$ cat src/hw/rtl/utpb_pkg.sv
// ----------------------------------------------------------------------------
// utpb_pkg
// Types and constants of the UDP test packet builder.
// ----------------------------------------------------------------------------
package utpb_pkg;

   localparam int MAX_QUEUES       = 32;
   localparam int MAX_PACKET_BYTES = 512;

   localparam int FRAME_BYTES_W = 10;
   localparam int CSR_DATA_W    = 48;
   localparam int CSR_INDEX_W   = 3;
   localparam int HDR_WORDS     = 5;
   localparam int HDR_INDEX_W   = 3;

   localparam logic [CSR_INDEX_W-1:0] CSR_DEST_MAC    = 3'd0;
   localparam logic [CSR_INDEX_W-1:0] CSR_SOURCE_MAC  = 3'd1;
   localparam logic [CSR_INDEX_W-1:0] CSR_DEST_IPV4   = 3'd2;
   localparam logic [CSR_INDEX_W-1:0] CSR_SOURCE_IPV4 = 3'd3;
   localparam logic [CSR_INDEX_W-1:0] CSR_FRAME_BYTES = 3'd4;

   localparam logic [47:0] DEF_DEST_MAC    = 48'hFFFF_FFFF_FFFF;
   localparam logic [47:0] DEF_SOURCE_MAC  = 48'h0;
   localparam logic [31:0] DEF_DEST_IPV4   = 32'h0A10_0A01;
   localparam logic [31:0] DEF_SOURCE_IPV4 = 32'h0A10_0A02;
   localparam logic [FRAME_BYTES_W-1:0] DEF_FRAME_BYTES = 10'd60;
   localparam logic [FRAME_BYTES_W-1:0] MIN_FRAME_BYTES = 10'd42;

   localparam logic [15:0] ETHERTYPE_IPV4 = 16'h0800;
   localparam logic [7:0]  IP_VER_IHL     = 8'h45;
   localparam logic [7:0]  IP_TOS         = 8'h10;
   localparam logic [7:0]  IP_TTL         = 8'd16;
   localparam logic [7:0]  IP_PROTO_UDP   = 8'd17;
   localparam logic [15:0] UDP_PORT_BASE  = 16'd60000;
   localparam logic [FRAME_BYTES_W-1:0] ETH_HDR_BYTES = 10'd14;
   localparam logic [FRAME_BYTES_W-1:0] UDP_OFFSET    = 10'd34;

   typedef struct packed {
      logic [4:0]  queue_index;
      logic [15:0] udp_source_port;
   } req_word_type;

   typedef struct packed {
      logic [63:0] frame_word;
      logic [3:0]  valid_bytes;
      logic        last_word;
   } rsp_word_type;

   typedef struct packed {
      logic [47:0]              dest_mac;
      logic [47:0]              source_mac;
      logic [31:0]              dest_ipv4;
      logic [31:0]              source_ipv4;
      logic [FRAME_BYTES_W-1:0] frame_bytes;
   } cfg_type;

   // header words, word 0 first on the wire
   typedef struct packed {
      logic [0:HDR_WORDS-1][63:0] words;
      logic [FRAME_BYTES_W-1:0]   frame_bytes;
   } hdr_type;

endpackage

$ cat src/hw/rtl/utpb_csr.sv
// ----------------------------------------------------------------------------
// utpb_csr
// Configuration registers with frame length clamping.
// ----------------------------------------------------------------------------
module utpb_csr #(
   parameter int MAX_PACKET_BYTES = utpb_pkg::MAX_PACKET_BYTES
) (
   input  logic                                clock,
   input  logic                                reset,
   input  logic                                csr_write,
   input  logic [utpb_pkg::CSR_INDEX_W-1:0]    csr_index,
   input  logic [utpb_pkg::CSR_DATA_W-1:0]     csr_wdata,
   output utpb_pkg::cfg_type                   cfg
);
   import utpb_pkg::*;

   cfg_type                  cfg_ff;
   cfg_type                  cfg_in;
   logic [FRAME_BYTES_W-1:0] len_wr;
   logic [FRAME_BYTES_W-1:0] len_max;

   assign len_max = FRAME_BYTES_W'(MAX_PACKET_BYTES);

   always_comb begin
      len_wr = csr_wdata[FRAME_BYTES_W-1:0];
      if (len_wr < MIN_FRAME_BYTES) begin
         len_wr = MIN_FRAME_BYTES;
      end else if (len_wr > len_max) begin
         len_wr = len_max;
      end
   end

   always_comb begin
      cfg_in = cfg_ff;
      if (csr_write) begin
         case (csr_index)
            CSR_DEST_MAC:    cfg_in.dest_mac    = csr_wdata;
            CSR_SOURCE_MAC:  cfg_in.source_mac  = csr_wdata;
            CSR_DEST_IPV4:   cfg_in.dest_ipv4   = csr_wdata[31:0];
            CSR_SOURCE_IPV4: cfg_in.source_ipv4 = csr_wdata[31:0];
            CSR_FRAME_BYTES: cfg_in.frame_bytes = len_wr;
            default:         cfg_in = cfg_ff;
         endcase
      end
   end

   always_ff @(posedge clock) begin
      if (reset) begin
         cfg_ff.dest_mac    <= DEF_DEST_MAC;
         cfg_ff.source_mac  <= DEF_SOURCE_MAC;
         cfg_ff.dest_ipv4   <= DEF_DEST_IPV4;
         cfg_ff.source_ipv4 <= DEF_SOURCE_IPV4;
         cfg_ff.frame_bytes <= DEF_FRAME_BYTES;
      end else begin
         cfg_ff <= cfg_in;
      end
   end

   assign cfg = cfg_ff;

endmodule

$ cat src/hw/rtl/utpb_hdr.sv
// ----------------------------------------------------------------------------
// utpb_hdr
// Request register and header builder with IPv4 checksum.
// ----------------------------------------------------------------------------
module utpb_hdr (
   input  logic                   clock,
   input  logic                   reset,
   input  logic                   req_valid,
   output logic                   req_ready,
   input  utpb_pkg::req_word_type req_word,
   input  utpb_pkg::cfg_type      cfg,
   output logic                   hdr_valid,
   input  logic                   hdr_take,
   output utpb_pkg::hdr_type      hdr
);
   import utpb_pkg::*;

   logic         req_valid_ff;
   logic         req_valid_in;
   req_word_type req_ff;

   logic [FRAME_BYTES_W-1:0] len;
   logic [15:0]              ip_len;
   logic [15:0]              udp_len;
   logic [6:0]               queue;
   logic [15:0]              dport;
   logic [18:0]              sum;
   logic [16:0]              fold1;
   logic [15:0]              fold2;
   logic [15:0]              csum;

   assign req_ready    = !req_valid_ff || hdr_take;
   assign req_valid_in = req_ready ? req_valid : req_valid_ff;

   always_ff @(posedge clock) begin
      if (reset) begin
         req_valid_ff <= 1'b0;
      end else begin
         req_valid_ff <= req_valid_in;
      end
   end

   always_ff @(posedge clock) begin
      if (req_valid && req_ready) begin
         req_ff <= req_word;
      end
   end

   assign len     = cfg.frame_bytes;
   assign ip_len  = 16'(len - ETH_HDR_BYTES);
   assign udp_len = 16'(len - UDP_OFFSET);

   always_comb begin
      queue = {2'b00, req_ff.queue_index};
      if (queue >= 7'(MAX_QUEUES)) begin
         queue = 7'(MAX_QUEUES - 1);
      end
   end

   assign dport = UDP_PORT_BASE + 16'(queue);

   // IPv4 header checksum over the constant and variable header words
   assign sum = 19'({IP_VER_IHL, IP_TOS}) + 19'({IP_TTL, IP_PROTO_UDP})
              + 19'(ip_len)
              + 19'(cfg.source_ipv4[31:16]) + 19'(cfg.source_ipv4[15:0])
              + 19'(cfg.dest_ipv4[31:16])   + 19'(cfg.dest_ipv4[15:0]);
   assign fold1 = 17'(sum[15:0]) + 17'(sum[18:16]);
   assign fold2 = fold1[15:0] + 16'(fold1[16]);
   assign csum  = ~fold2;

   assign hdr.words = {cfg.dest_mac, cfg.source_mac, ETHERTYPE_IPV4,
                       IP_VER_IHL, IP_TOS, ip_len, 16'h0000, 16'h0000,
                       IP_TTL, IP_PROTO_UDP, csum, cfg.source_ipv4, cfg.dest_ipv4,
                       req_ff.udp_source_port, dport, udp_len};
   assign hdr.frame_bytes = len;
   assign hdr_valid       = req_valid_ff;

endmodule

$ cat src/hw/rtl/utpb_emit.sv
// ----------------------------------------------------------------------------
// utpb_emit
// Held-header word sequencer: one 64-bit word per cycle while rsp_ready.
// ----------------------------------------------------------------------------
module utpb_emit #(
   parameter int MAX_PACKET_BYTES = utpb_pkg::MAX_PACKET_BYTES
) (
   input  logic                   clock,
   input  logic                   reset,
   input  logic                   hdr_valid,
   output logic                   hdr_take,
   input  utpb_pkg::hdr_type      hdr,
   output logic                   rsp_valid,
   input  logic                   rsp_ready,
   output utpb_pkg::rsp_word_type rsp_word
);
   import utpb_pkg::*;

   localparam int WCNT_W = $clog2((MAX_PACKET_BYTES + 7) / 8);

   logic                       busy_ff,  busy_in;
   logic [WCNT_W-1:0]          cnt_ff,   cnt_in;
   logic [WCNT_W-1:0]          last_ff,  last_in;
   logic [2:0]                 tail_ff;
   logic [0:HDR_WORDS-1][63:0] words_ff;
   logic                       is_last;
   logic                       advance;
   logic [FRAME_BYTES_W:0]     nwords;

   assign is_last  = (cnt_ff == last_ff);
   assign advance  = busy_ff && rsp_ready;
   assign hdr_take = hdr_valid && (!busy_ff || (advance && is_last));
   assign nwords   = ({1'b0, hdr.frame_bytes} + (FRAME_BYTES_W + 1)'(7)) >> 3;
   assign last_in  = WCNT_W'(nwords - (FRAME_BYTES_W + 1)'(1));

   always_comb begin
      busy_in = busy_ff;
      cnt_in  = cnt_ff;
      if (hdr_take) begin
         busy_in = 1'b1;
         cnt_in  = '0;
      end else if (advance) begin
         if (is_last) begin
            busy_in = 1'b0;
         end else begin
            cnt_in = cnt_ff + WCNT_W'(1);
         end
      end
   end

   always_ff @(posedge clock) begin
      if (reset) begin
         busy_ff <= 1'b0;
         cnt_ff  <= '0;
      end else begin
         busy_ff <= busy_in;
         cnt_ff  <= cnt_in;
      end
   end

   always_ff @(posedge clock) begin
      if (hdr_take) begin
         words_ff <= hdr.words;
         last_ff  <= last_in;
         tail_ff  <= hdr.frame_bytes[2:0];
      end
   end

   always_comb begin
      rsp_word.frame_word = 64'h0;
      if (cnt_ff < WCNT_W'(HDR_WORDS)) begin
         rsp_word.frame_word = words_ff[cnt_ff[HDR_INDEX_W-1:0]];
      end
      rsp_word.valid_bytes = 4'd8;
      if (is_last && (tail_ff != 3'd0)) begin
         rsp_word.valid_bytes = {1'b0, tail_ff};
      end
      rsp_word.last_word = is_last;
   end

   assign rsp_valid = busy_ff;

endmodule

$ cat src/hw/rtl/udp_test_packet_builder.sv
// ----------------------------------------------------------------------------
// udp_test_packet_builder
// Builds one Ethernet/IPv4/UDP test frame per request word and streams it as
// big-endian 64-bit words.
// ----------------------------------------------------------------------------
// A request is registered, its 40 header bytes and IPv4 checksum are formed
// from it, and the frame then leaves at one word per cycle while rsp_ready is
// high, ceil(frame_bytes / 8) words (6 to 64); the single output word path
// sets the rate. The next request's header waits ready, and its first word
// follows the previous frame's last word with no idle cycle. The request
// register feeds the emitter's registers. frame_bytes is clamped on write to
// 42..MAX_PACKET_BYTES; payload bytes are zero.
// ----------------------------------------------------------------------------
module udp_test_packet_builder #(
   parameter int MAX_PACKET_BYTES = utpb_pkg::MAX_PACKET_BYTES
) (
   input  logic                             clock,
   input  logic                             reset,
   input  logic                             req_valid,
   output logic                             req_ready,
   input  utpb_pkg::req_word_type           req_word,
   output logic                             rsp_valid,
   input  logic                             rsp_ready,
   output utpb_pkg::rsp_word_type           rsp_word,
   input  logic                             csr_write,
   input  logic [utpb_pkg::CSR_INDEX_W-1:0] csr_index,
   input  logic [utpb_pkg::CSR_DATA_W-1:0]  csr_wdata
);
   import utpb_pkg::*;

   cfg_type cfg;
   hdr_type hdr;
   logic    hdr_valid;
   logic    hdr_take;

   utpb_csr #(
      .MAX_PACKET_BYTES(MAX_PACKET_BYTES)
   ) u_csr (
      .clock     (clock),
      .reset     (reset),
      .csr_write (csr_write),
      .csr_index (csr_index),
      .csr_wdata (csr_wdata),
      .cfg       (cfg)
   );

   utpb_hdr u_hdr (
      .clock     (clock),
      .reset     (reset),
      .req_valid (req_valid),
      .req_ready (req_ready),
      .req_word  (req_word),
      .cfg       (cfg),
      .hdr_valid (hdr_valid),
      .hdr_take  (hdr_take),
      .hdr       (hdr)
   );

   utpb_emit #(
      .MAX_PACKET_BYTES(MAX_PACKET_BYTES)
   ) u_emit (
      .clock     (clock),
      .reset     (reset),
      .hdr_valid (hdr_valid),
      .hdr_take  (hdr_take),
      .hdr       (hdr),
      .rsp_valid (rsp_valid),
      .rsp_ready (rsp_ready),
      .rsp_word  (rsp_word)
   );

endmodule

$ cat config.mk
export PLATFORM = sky130hd
export DESIGN_NAME = udp_test_packet_builder
export DESIGN_NICKNAME = d
export VERILOG_FILES = /design/src/hw/rtl/utpb_pkg.sv /design/src/hw/rtl/utpb_csr.sv /design/src/hw/rtl/utpb_hdr.sv /design/src/hw/rtl/utpb_emit.sv /design/src/hw/rtl/udp_test_packet_builder.sv
export SDC_FILE = /design/constraint.sdc
export NUM_CORES = 1
export LEC_CHECK = 0
export BUFFER_PORTS_ARGS = -buffer_cell sky130_fd_sc_hd__buf_2
export CAP_MARGIN = 25
export CORE_UTILIZATION = 54
export CTS_BUF_LIST = sky130_fd_sc_hd__clkbuf_8
export CTS_CLUSTER_DIAMETER = 60
export CTS_CLUSTER_SIZE = 24
export DETAILED_ROUTE_END_ITERATION = 6
export PLACE_DENSITY = 0.73
export SYNTH_ARGS = -nofsm -noshare
export SYNTH_HDL_FRONTEND = slang
export SYNTH_SLANG_ARGS = --single-unit
$ cat constraint.sdc
create_clock -name clock -period 33.1 [get_ports clock]
set_input_delay 6.62 -clock clock [delete_from_list [all_inputs] [get_ports clock]]
set_output_delay 6.62 -clock clock [all_outputs]
set_load 0.005 [all_outputs]
==> impl_results.md, run 1 <==
* Status: finished clean
* Core area at 34880 sq um
* Via count at 14080
* Setup WS post-layout at 19.00 ns
* Mapped cell area at 19340 sq um
* Gr usage total at 29.21%
* R2r endpoint: u_emit.words_ff[127]$_DFFE_PP_
* Delay-heaviest family, CP: compound AO/OA/AOI/OAI gates
* Non-Filler Instances at 2405
* Most numerous cell on the critical path: buf_2
* Final clock skew at 0.03564 ns
* Antenna violations before repair at 3
* Initial Utilization at 55.45%
* Tot Pwr at 1.105 mW
* Most frequent cells in the layout: nand2_1, edfxtp_1, a21oi_1, dfxtp_1, buf_2
* Metal3 WL at 4452 um
* CTS tree: built
* Worst setup SP type: input port
* Post-synthesis cell type count at 76
* Die span in x at 191.3 um
* Die Ht at 191.3 um
* First-pass GRT wire length at 79720 um
* Uppermost routed layer: met5
* Max Cap Viol at 0
* HPWL Detailed at 36850 um
* CTS sink cnt at 424
* I/O pin count at 148
* Global route overflow at 0
* DP Area at 20420 sq um
* Main area contributors after synthesis: edfxtp_1, dfxtp_1, nand2_1, a21oi_1, fa_1
* TritonCTS Buffers at 30
* Worst path bufs/invs at 2
* RSZ-0062 raised after global routing: no
* LEAKAGE at 7.956 nW
* Ys async rst share at 0%
* Final Critical Period at 14.10 ns
* Final Hold Viols at 0
* First-pass DRT Iterations at 5
* Seq/Total Area, Yosys at 56.61%
* Max VDD drop at 0.04998 mV
* IO Port Bufs at 147
* Final net count at 2087
* Post-Route WL at 53160 um
* Met2 WL at 25300 um
* R2R Setup Slk at 22.40 ns
* Place WS at 18.99 ns
* Area of the die at 36580 sq um
* Post-placement cell count at 2346
* Post-CTS sizing at 0
* Synth warn at 0
* Achievable Freq at 0.07094 GHz
* Clk slew on worst S/H paths at 0.14 ns
* Syn Nets at 1990
* CP Class: in -> out
* Max incr delay on CP at 0.47 ns
* Top FF cell, synth: edfxtp_1
* Hold WC Path Type: reg -> reg
* WP data arrival at 7.48 ns
* DRC at 0
* Register bit total from synthesis at 424
* Worst slew pin tran at 1.015 ns
* Crit path required time at 26.48 ns
* H-tree Lvls at 1
* Vias per Instance at 5.855
* Period utilization at 42.59%
* Synth top area share at 38.19%
* Post-layout util at 60.91%
* Hold WS at 0.4353 ns
* Fillcell total at 2823
* Worst setup path endpoint: req_ready
* Post-synth EDFFs at 246
* Sequential standard cell area at 10950 sq um
* Post-route cell area at 21250 sq um
* Clk_lat worst skew at 0.67 ns
* # hold bufs at CTS at 0
* Leading cell type in the layout, fill and taps excluded: nand2_1
* Beginning of the critical path: rsp_ready
* Initial drt markers at 1452
* Maximum fanout along the worst path at 4
* Syn-to-layout area delta at 9.845%
* Count of final setup violators at 0
* Clk root buf: clkbuf_8
* Worst-case clock buffer depth at 3
* Cells after synthesis at 1828
* Antenna Nets Post-Route at 0
* PwrDens at 51.99 nW/um^2
* Final Max Slew Viols at 0
* Drt wl/cell at 22.11 um
* Critical path depth at 4
* Worst Setup End Kind: output pin
* Final Wtd Congestion at 0.9004
* Vias in the first global route at 13510
* Multi-input gate area at 7639 sq um
* Reg2Reg Depth at 36
* RR Startpoint: u_csr.cfg[2]$_SDFFE_PP1P_
* Layout cells sized above 1 at 14.06%
* M1 WL at 21730 um
* TNS Setup at 0 ns
* Setup Buffers After CTS at 0
* FP Rows at 68
* Relative slew slack at 32.33%
* Crit-path cells: buf_2 -> a21boi_0 -> nand2_1 -> buf_2
* Yosys top cell by area: edfxtp_1
* CP max-delay cell: a21boi_0
* Largest net degree at the start of global routing at 94
* Syn Area/Cell at 10.58 sq um
logic make-up (layout without fill, tap and decap cells):
logic type	count (synthesis)	in the layout	share of synthesized area [%]
AO/OA/AOI/OAI	299	299	9.250
buffers and inverters	199	320	4.004
flip-flops	424	424	56.61
adder cells (fa/ha/maj)	85	85	7.244
XOR/XNOR	73	73	3.344
multiplexers	32	32	2.704
other	0	1	0
AND/OR/NAND/NOR	716	716	16.84
synth_stat cells (10+ instances only):
| library cell | number |
|---|---|
| nor3_1 | 35 |
| dfxtp_1 | 178 |
| nor2_1 | 117 |
| ha_1 | 40 |
| xnor2_1 | 39 |
| mux2i_1 | 14 |
| edfxtp_1 | 246 |
| fa_1 | 45 |
| nand3b_1 | 61 |
| xor2_1 | 33 |
| and2_1 | 12 |
| o21ai_0 | 32 |
| a21oi_1 | 183 |
| nand3_1 | 34 |
| inv_1 | 95 |
| nand2_1 | 395 |
| a221oi_1 | 10 |
| clkbuf_1 | 89 |
| mux4_2 | 16 |
worst min-delay path by stage:
stage / startpoint / to / slack [ns] / cells after the start
2_1_floorplan: u_hdr.queue[0]$_DFFE_PP_ / u_emit.words_ff[16]$_DFFE_PP_ / 0.40 / 0
3_3_place_gp: u_hdr.hdr[50]$_DFFE_PP_ / u_emit.words_ff[40]$_DFFE_PP_ / 0.40 / 0
3_5_place_dp: u_hdr.queue[0]$_DFFE_PP_ / u_emit.words_ff[16]$_DFFE_PP_ / 0.40 / 0
4_1_cts: u_csr.cfg[154]$_SDFFE_PP1P_ / u_emit.words_ff[304]$_DFFE_PP_ / 0.44 / 0
5_1_grt: u_hdr.hdr[53]$_DFFE_PP_ / u_emit.words_ff[43]$_DFFE_PP_ / 0.45 / 0
6_report: u_hdr.hdr[52]$_DFFE_PP_ / u_emit.words_ff[42]$_DFFE_PP_ / 0.44 / 0
worst reg2reg max path, delay by kind of cell, from the launching register on:
family,cells,cell delay (ns)
adders and majority gates,7,2.74
buffers and inverters,1,0.13
and+or+nand+nor,14,3.71
xor gates and xnor gates,3,0.95
DFF,1,0.59
AOI/OAI and AO/OA,11,2.38
power by group:
group	internal [mW]	total (mW)	switching [mW]
registers	0.584	0.595	0.0114
clock network	0.124	0.324	0.200
logic	0.0701	0.185	0.115
flip-flops by register name, summed over array words and instances (netlist names), 3 cells and up:
register,count
u_csr.cfg,170
u_emit.tail_ff,3
u_hdr.hdr,16
u_emit.cnt_ff,6
u_emit.words_ff,216
u_emit.last_ff,6
u_hdr.queue,5
metal layers:
metal	global-route usage [%]	up-vias
met1	40.24	6900
li1	-	6470
met3	4.516	86
met2	47.45	623
met5	0	-
met4	9.341	2
final cells by class:
| type | instances | share of cell area, % |
|---|---|---|
| diodes | 1 | 0.01178 |
| inverters | 96 | 1.696 |
| clock buffers | 33 | 2.138 |
| well taps | 455 | 2.679 |
| multi-input cells | 1205 | 35.95 |
| flip-flops and latches | 424 | 51.55 |
| repair buffers | 168 | 4.405 |
| clock inverters | 23 | 1.566 |
No activity file was read; power rests on OpenSTA's default activity.
==> run 2, diff against run 1 <==
--- a/config.mk
+++ b/config.mk
@@ -12,7 +12,7 @@
 export CTS_CLUSTER_DIAMETER = 60
 export CTS_CLUSTER_SIZE = 24
 export DETAILED_ROUTE_END_ITERATION = 6
-export PLACE_DENSITY = 0.73
+export PLACE_DENSITY = 0.76
 export SYNTH_ARGS = -nofsm -noshare
 export SYNTH_HDL_FRONTEND = slang
 export SYNTH_SLANG_ARGS = --single-unit
==> constraint.sdc (replaced) <==
create_clock -name clock -period 11.95 [get_ports clock]
set_input_delay 2.39 -clock clock [delete_from_list [all_inputs] [get_ports clock]]
set_output_delay 2.39 -clock clock [all_outputs]
set_load 0.005 [all_outputs]
==> run 2 against run 1 <==
Compared with the run above: die area unchanged; clock skew about the same; routed wire length up 0.85%; global-route usage up 0.44 points; utilization up 0.061 points; cell area about the same; power rose to 2.8 times the previous value; combinational power rose to 2.8 times the previous value; clock power rose to 2.8 times the previous value; sequential share of layout area down 0.051 points; largest power group unchanged.
==> impl_results.md, run 2 (synthesized netlist as in run 1, its figures left out) <==
* Clk_lat worst skew at 0.59 ns (-0.08 ns)
* Syn-to-layout area delta at 9.954% (about the same)
* I/O pin count at 148 (unchanged)
* Antenna Nets Post-Route at 0 (unchanged)
* Worst path bufs/invs at 1 (-1)
* Leading cell type in the layout, fill and taps excluded: nand2_1
* Achievable Freq at 0.09900 GHz
* Most numerous cell on the critical path: a21oi_1
* DRC at 0 (unchanged)
* TritonCTS Buffers at 34 (+13%)
* Post-layout util at 60.97% (+0.061 points)
* Post-CTS sizing at 0 (unchanged)
* Multi-input gate area at 7636 sq um (about the same)
* Worst setup SP type: register
* Post-route cell area at 21270 sq um (about the same)
* Crit path required time at 12.28 ns (-14.20 ns)
* Via count at 14060 (-0.16%)
* Initial Utilization at 55.45% (unchanged)
* Non-Filler Instances at 2412 (+0.29%)
* Place WS at 2.018 ns (-16.98 ns)
* Drt wl/cell at 22.23 um (+0.56%)
* Final Critical Period at 10.10 ns
* Final net count at 2093 (+0.29%)
* Final clock skew at 0.03545 ns (-0.0001875 ns)
* Global route overflow at 0 (unchanged)
* CTS sink cnt at 424 (unchanged)
* Hold WS at 0.4146 ns (-0.02070 ns)
* Setup Buffers After CTS at 0 (unchanged)
* Period utilization at 84.53%
* Largest register FFs at 216 (unchanged)
* Status: finished clean
* Maximum fanout along the worst path at 9 (+5)
* CTS tree: built
* Setup WS post-layout at 1.848 ns (-17.16 ns)
* First-pass GRT wire length at 80070 um (+0.44%)
* Area of the die at 36580 sq um (unchanged)
* FP Rows at 68 (unchanged)
* PwrDens at 145.3 nW/um^2 (+180%)
* Hold WC Path Type: reg -> reg
* Tot Pwr at 3.090 mW (+180%)
* HPWL Detailed at 37480 um (+1.7%)
* Antenna violations before repair at 3 (unchanged)
* Post-Route WL at 53620 um (+0.85%)
* Vias in the first global route at 13360 (-1.1%)
* LEAKAGE at 7.975 nW (+0.24%)
* CP max-delay cell: fa_1
* Final Max Slew Viols at 0 (unchanged)
* # diodes at 0 (-1)
* Worst-case clock buffer depth at 3 (unchanged)
* Most frequent cells in the layout: nand2_1, edfxtp_1, a21oi_1, dfxtp_1, buf_2
* Post-placement cell count at 2349 (+0.13%)
* Largest Register: u_emit.words_ff
* Vias per Instance at 5.828 (-0.45%)
* Clk root buf: clkbuf_8
* TNS Setup at 0 ns (unchanged)
* Clk slew on worst S/H paths at 0.12 ns (-0.02 ns)
* Worst Setup End Kind: register
* RSZ-0062 raised after global routing: no
* Max Cap Viol at 0 (unchanged)
* Delay-heaviest family, CP: simple AND/OR/NAND/NOR gates
* Max incr delay on CP at 0.54 ns (+0.07 ns)
* WP data arrival at 10.43 ns (+2.95 ns)
* Sequential standard cell area at 10950 sq um (unchanged)
* DP Area at 20420 sq um (about the same)
* Count of final setup violators at 0 (unchanged)
* Final Wtd Congestion at 0.9345 (+3.8%)
* Largest net degree at the start of global routing at 106 (+13%)
* Die Ht at 191.3 um (unchanged)
* H-tree Lvls at 2 (+1)
* Die span in x at 191.3 um (unchanged)
* Fillcell total at 2879 (+2.0%)
* CP Class: reg -> reg
* Initial drt markers at 1409 (-3.0%)
* First-pass DRT Iterations at 5 (unchanged)
* Worst slew pin tran at 1.071 ns (+0.05575 ns)
* Final Hold Viols at 0 (unchanged)
* Gr usage total at 29.65% (+0.44 points)
* Core area at 34880 sq um (unchanged)
* # hold bufs at CTS at 0 (unchanged)
* IO Port Bufs at 147 (unchanged)
* Relative slew slack at 28.61% (-3.7 points)
* Layout cells sized above 1 at 14.46% (+0.40 points)
* Max VDD drop at 0.1030 mV (+110%)
-- run 2: changes by cell type in the layout (fill, tap and decap cells not counted), sizes merged --
cell	previous run	this run
clkinvlp	1	2
diode	1	0
clkbuf	33	38
inv	109	105
clkinv	7	12
buf	168	169
-- run 2: final cells by class --
type | instances | share of cell area, %
flip-flops and latches | 424 | 51.50
multi-input cells | 1205 | 35.90
repair buffers | 170 | 4.365
well taps | 455 | 2.677
clock buffers | 37 | 2.394
inverters | 96 | 1.694
clock inverters | 25 | 1.465
-- run 2: worst paths after layout --
kind	startpoint	end	slack, ns	depth (start not counted)
max reg2reg	u_csr.cfg[2]$_SDFFE_PP1P_	u_emit.words_ff[127]$_DFFE_PP_	1.85	36
min	u_hdr.hdr[49]$_DFFE_PP_	u_emit.words_ff[39]$_DFFE_PP_	0.41	0
min reg2reg	u_hdr.hdr[49]$_DFFE_PP_	u_emit.words_ff[39]$_DFFE_PP_	0.41	0
max	u_csr.cfg[2]$_SDFFE_PP1P_	u_emit.words_ff[127]$_DFFE_PP_	1.85	36
-- run 2: layer usage --
layer  up-vias  GRT usage [%]  wire (um)
met5         -              0         42
met4         6          11.14       2015
met3       115          4.810       4479
met2       617          48.48      25630
met1      6834          39.75      21450
li1       6486              -          -
-- run 2: where the power goes --
group / switching [mW] / total [mW] / internal, mW
Sequential: 0.0317 / 1.65 / 1.62
Clock: 0.550 / 0.919 / 0.369
Combinational: 0.329 / 0.522 / 0.193
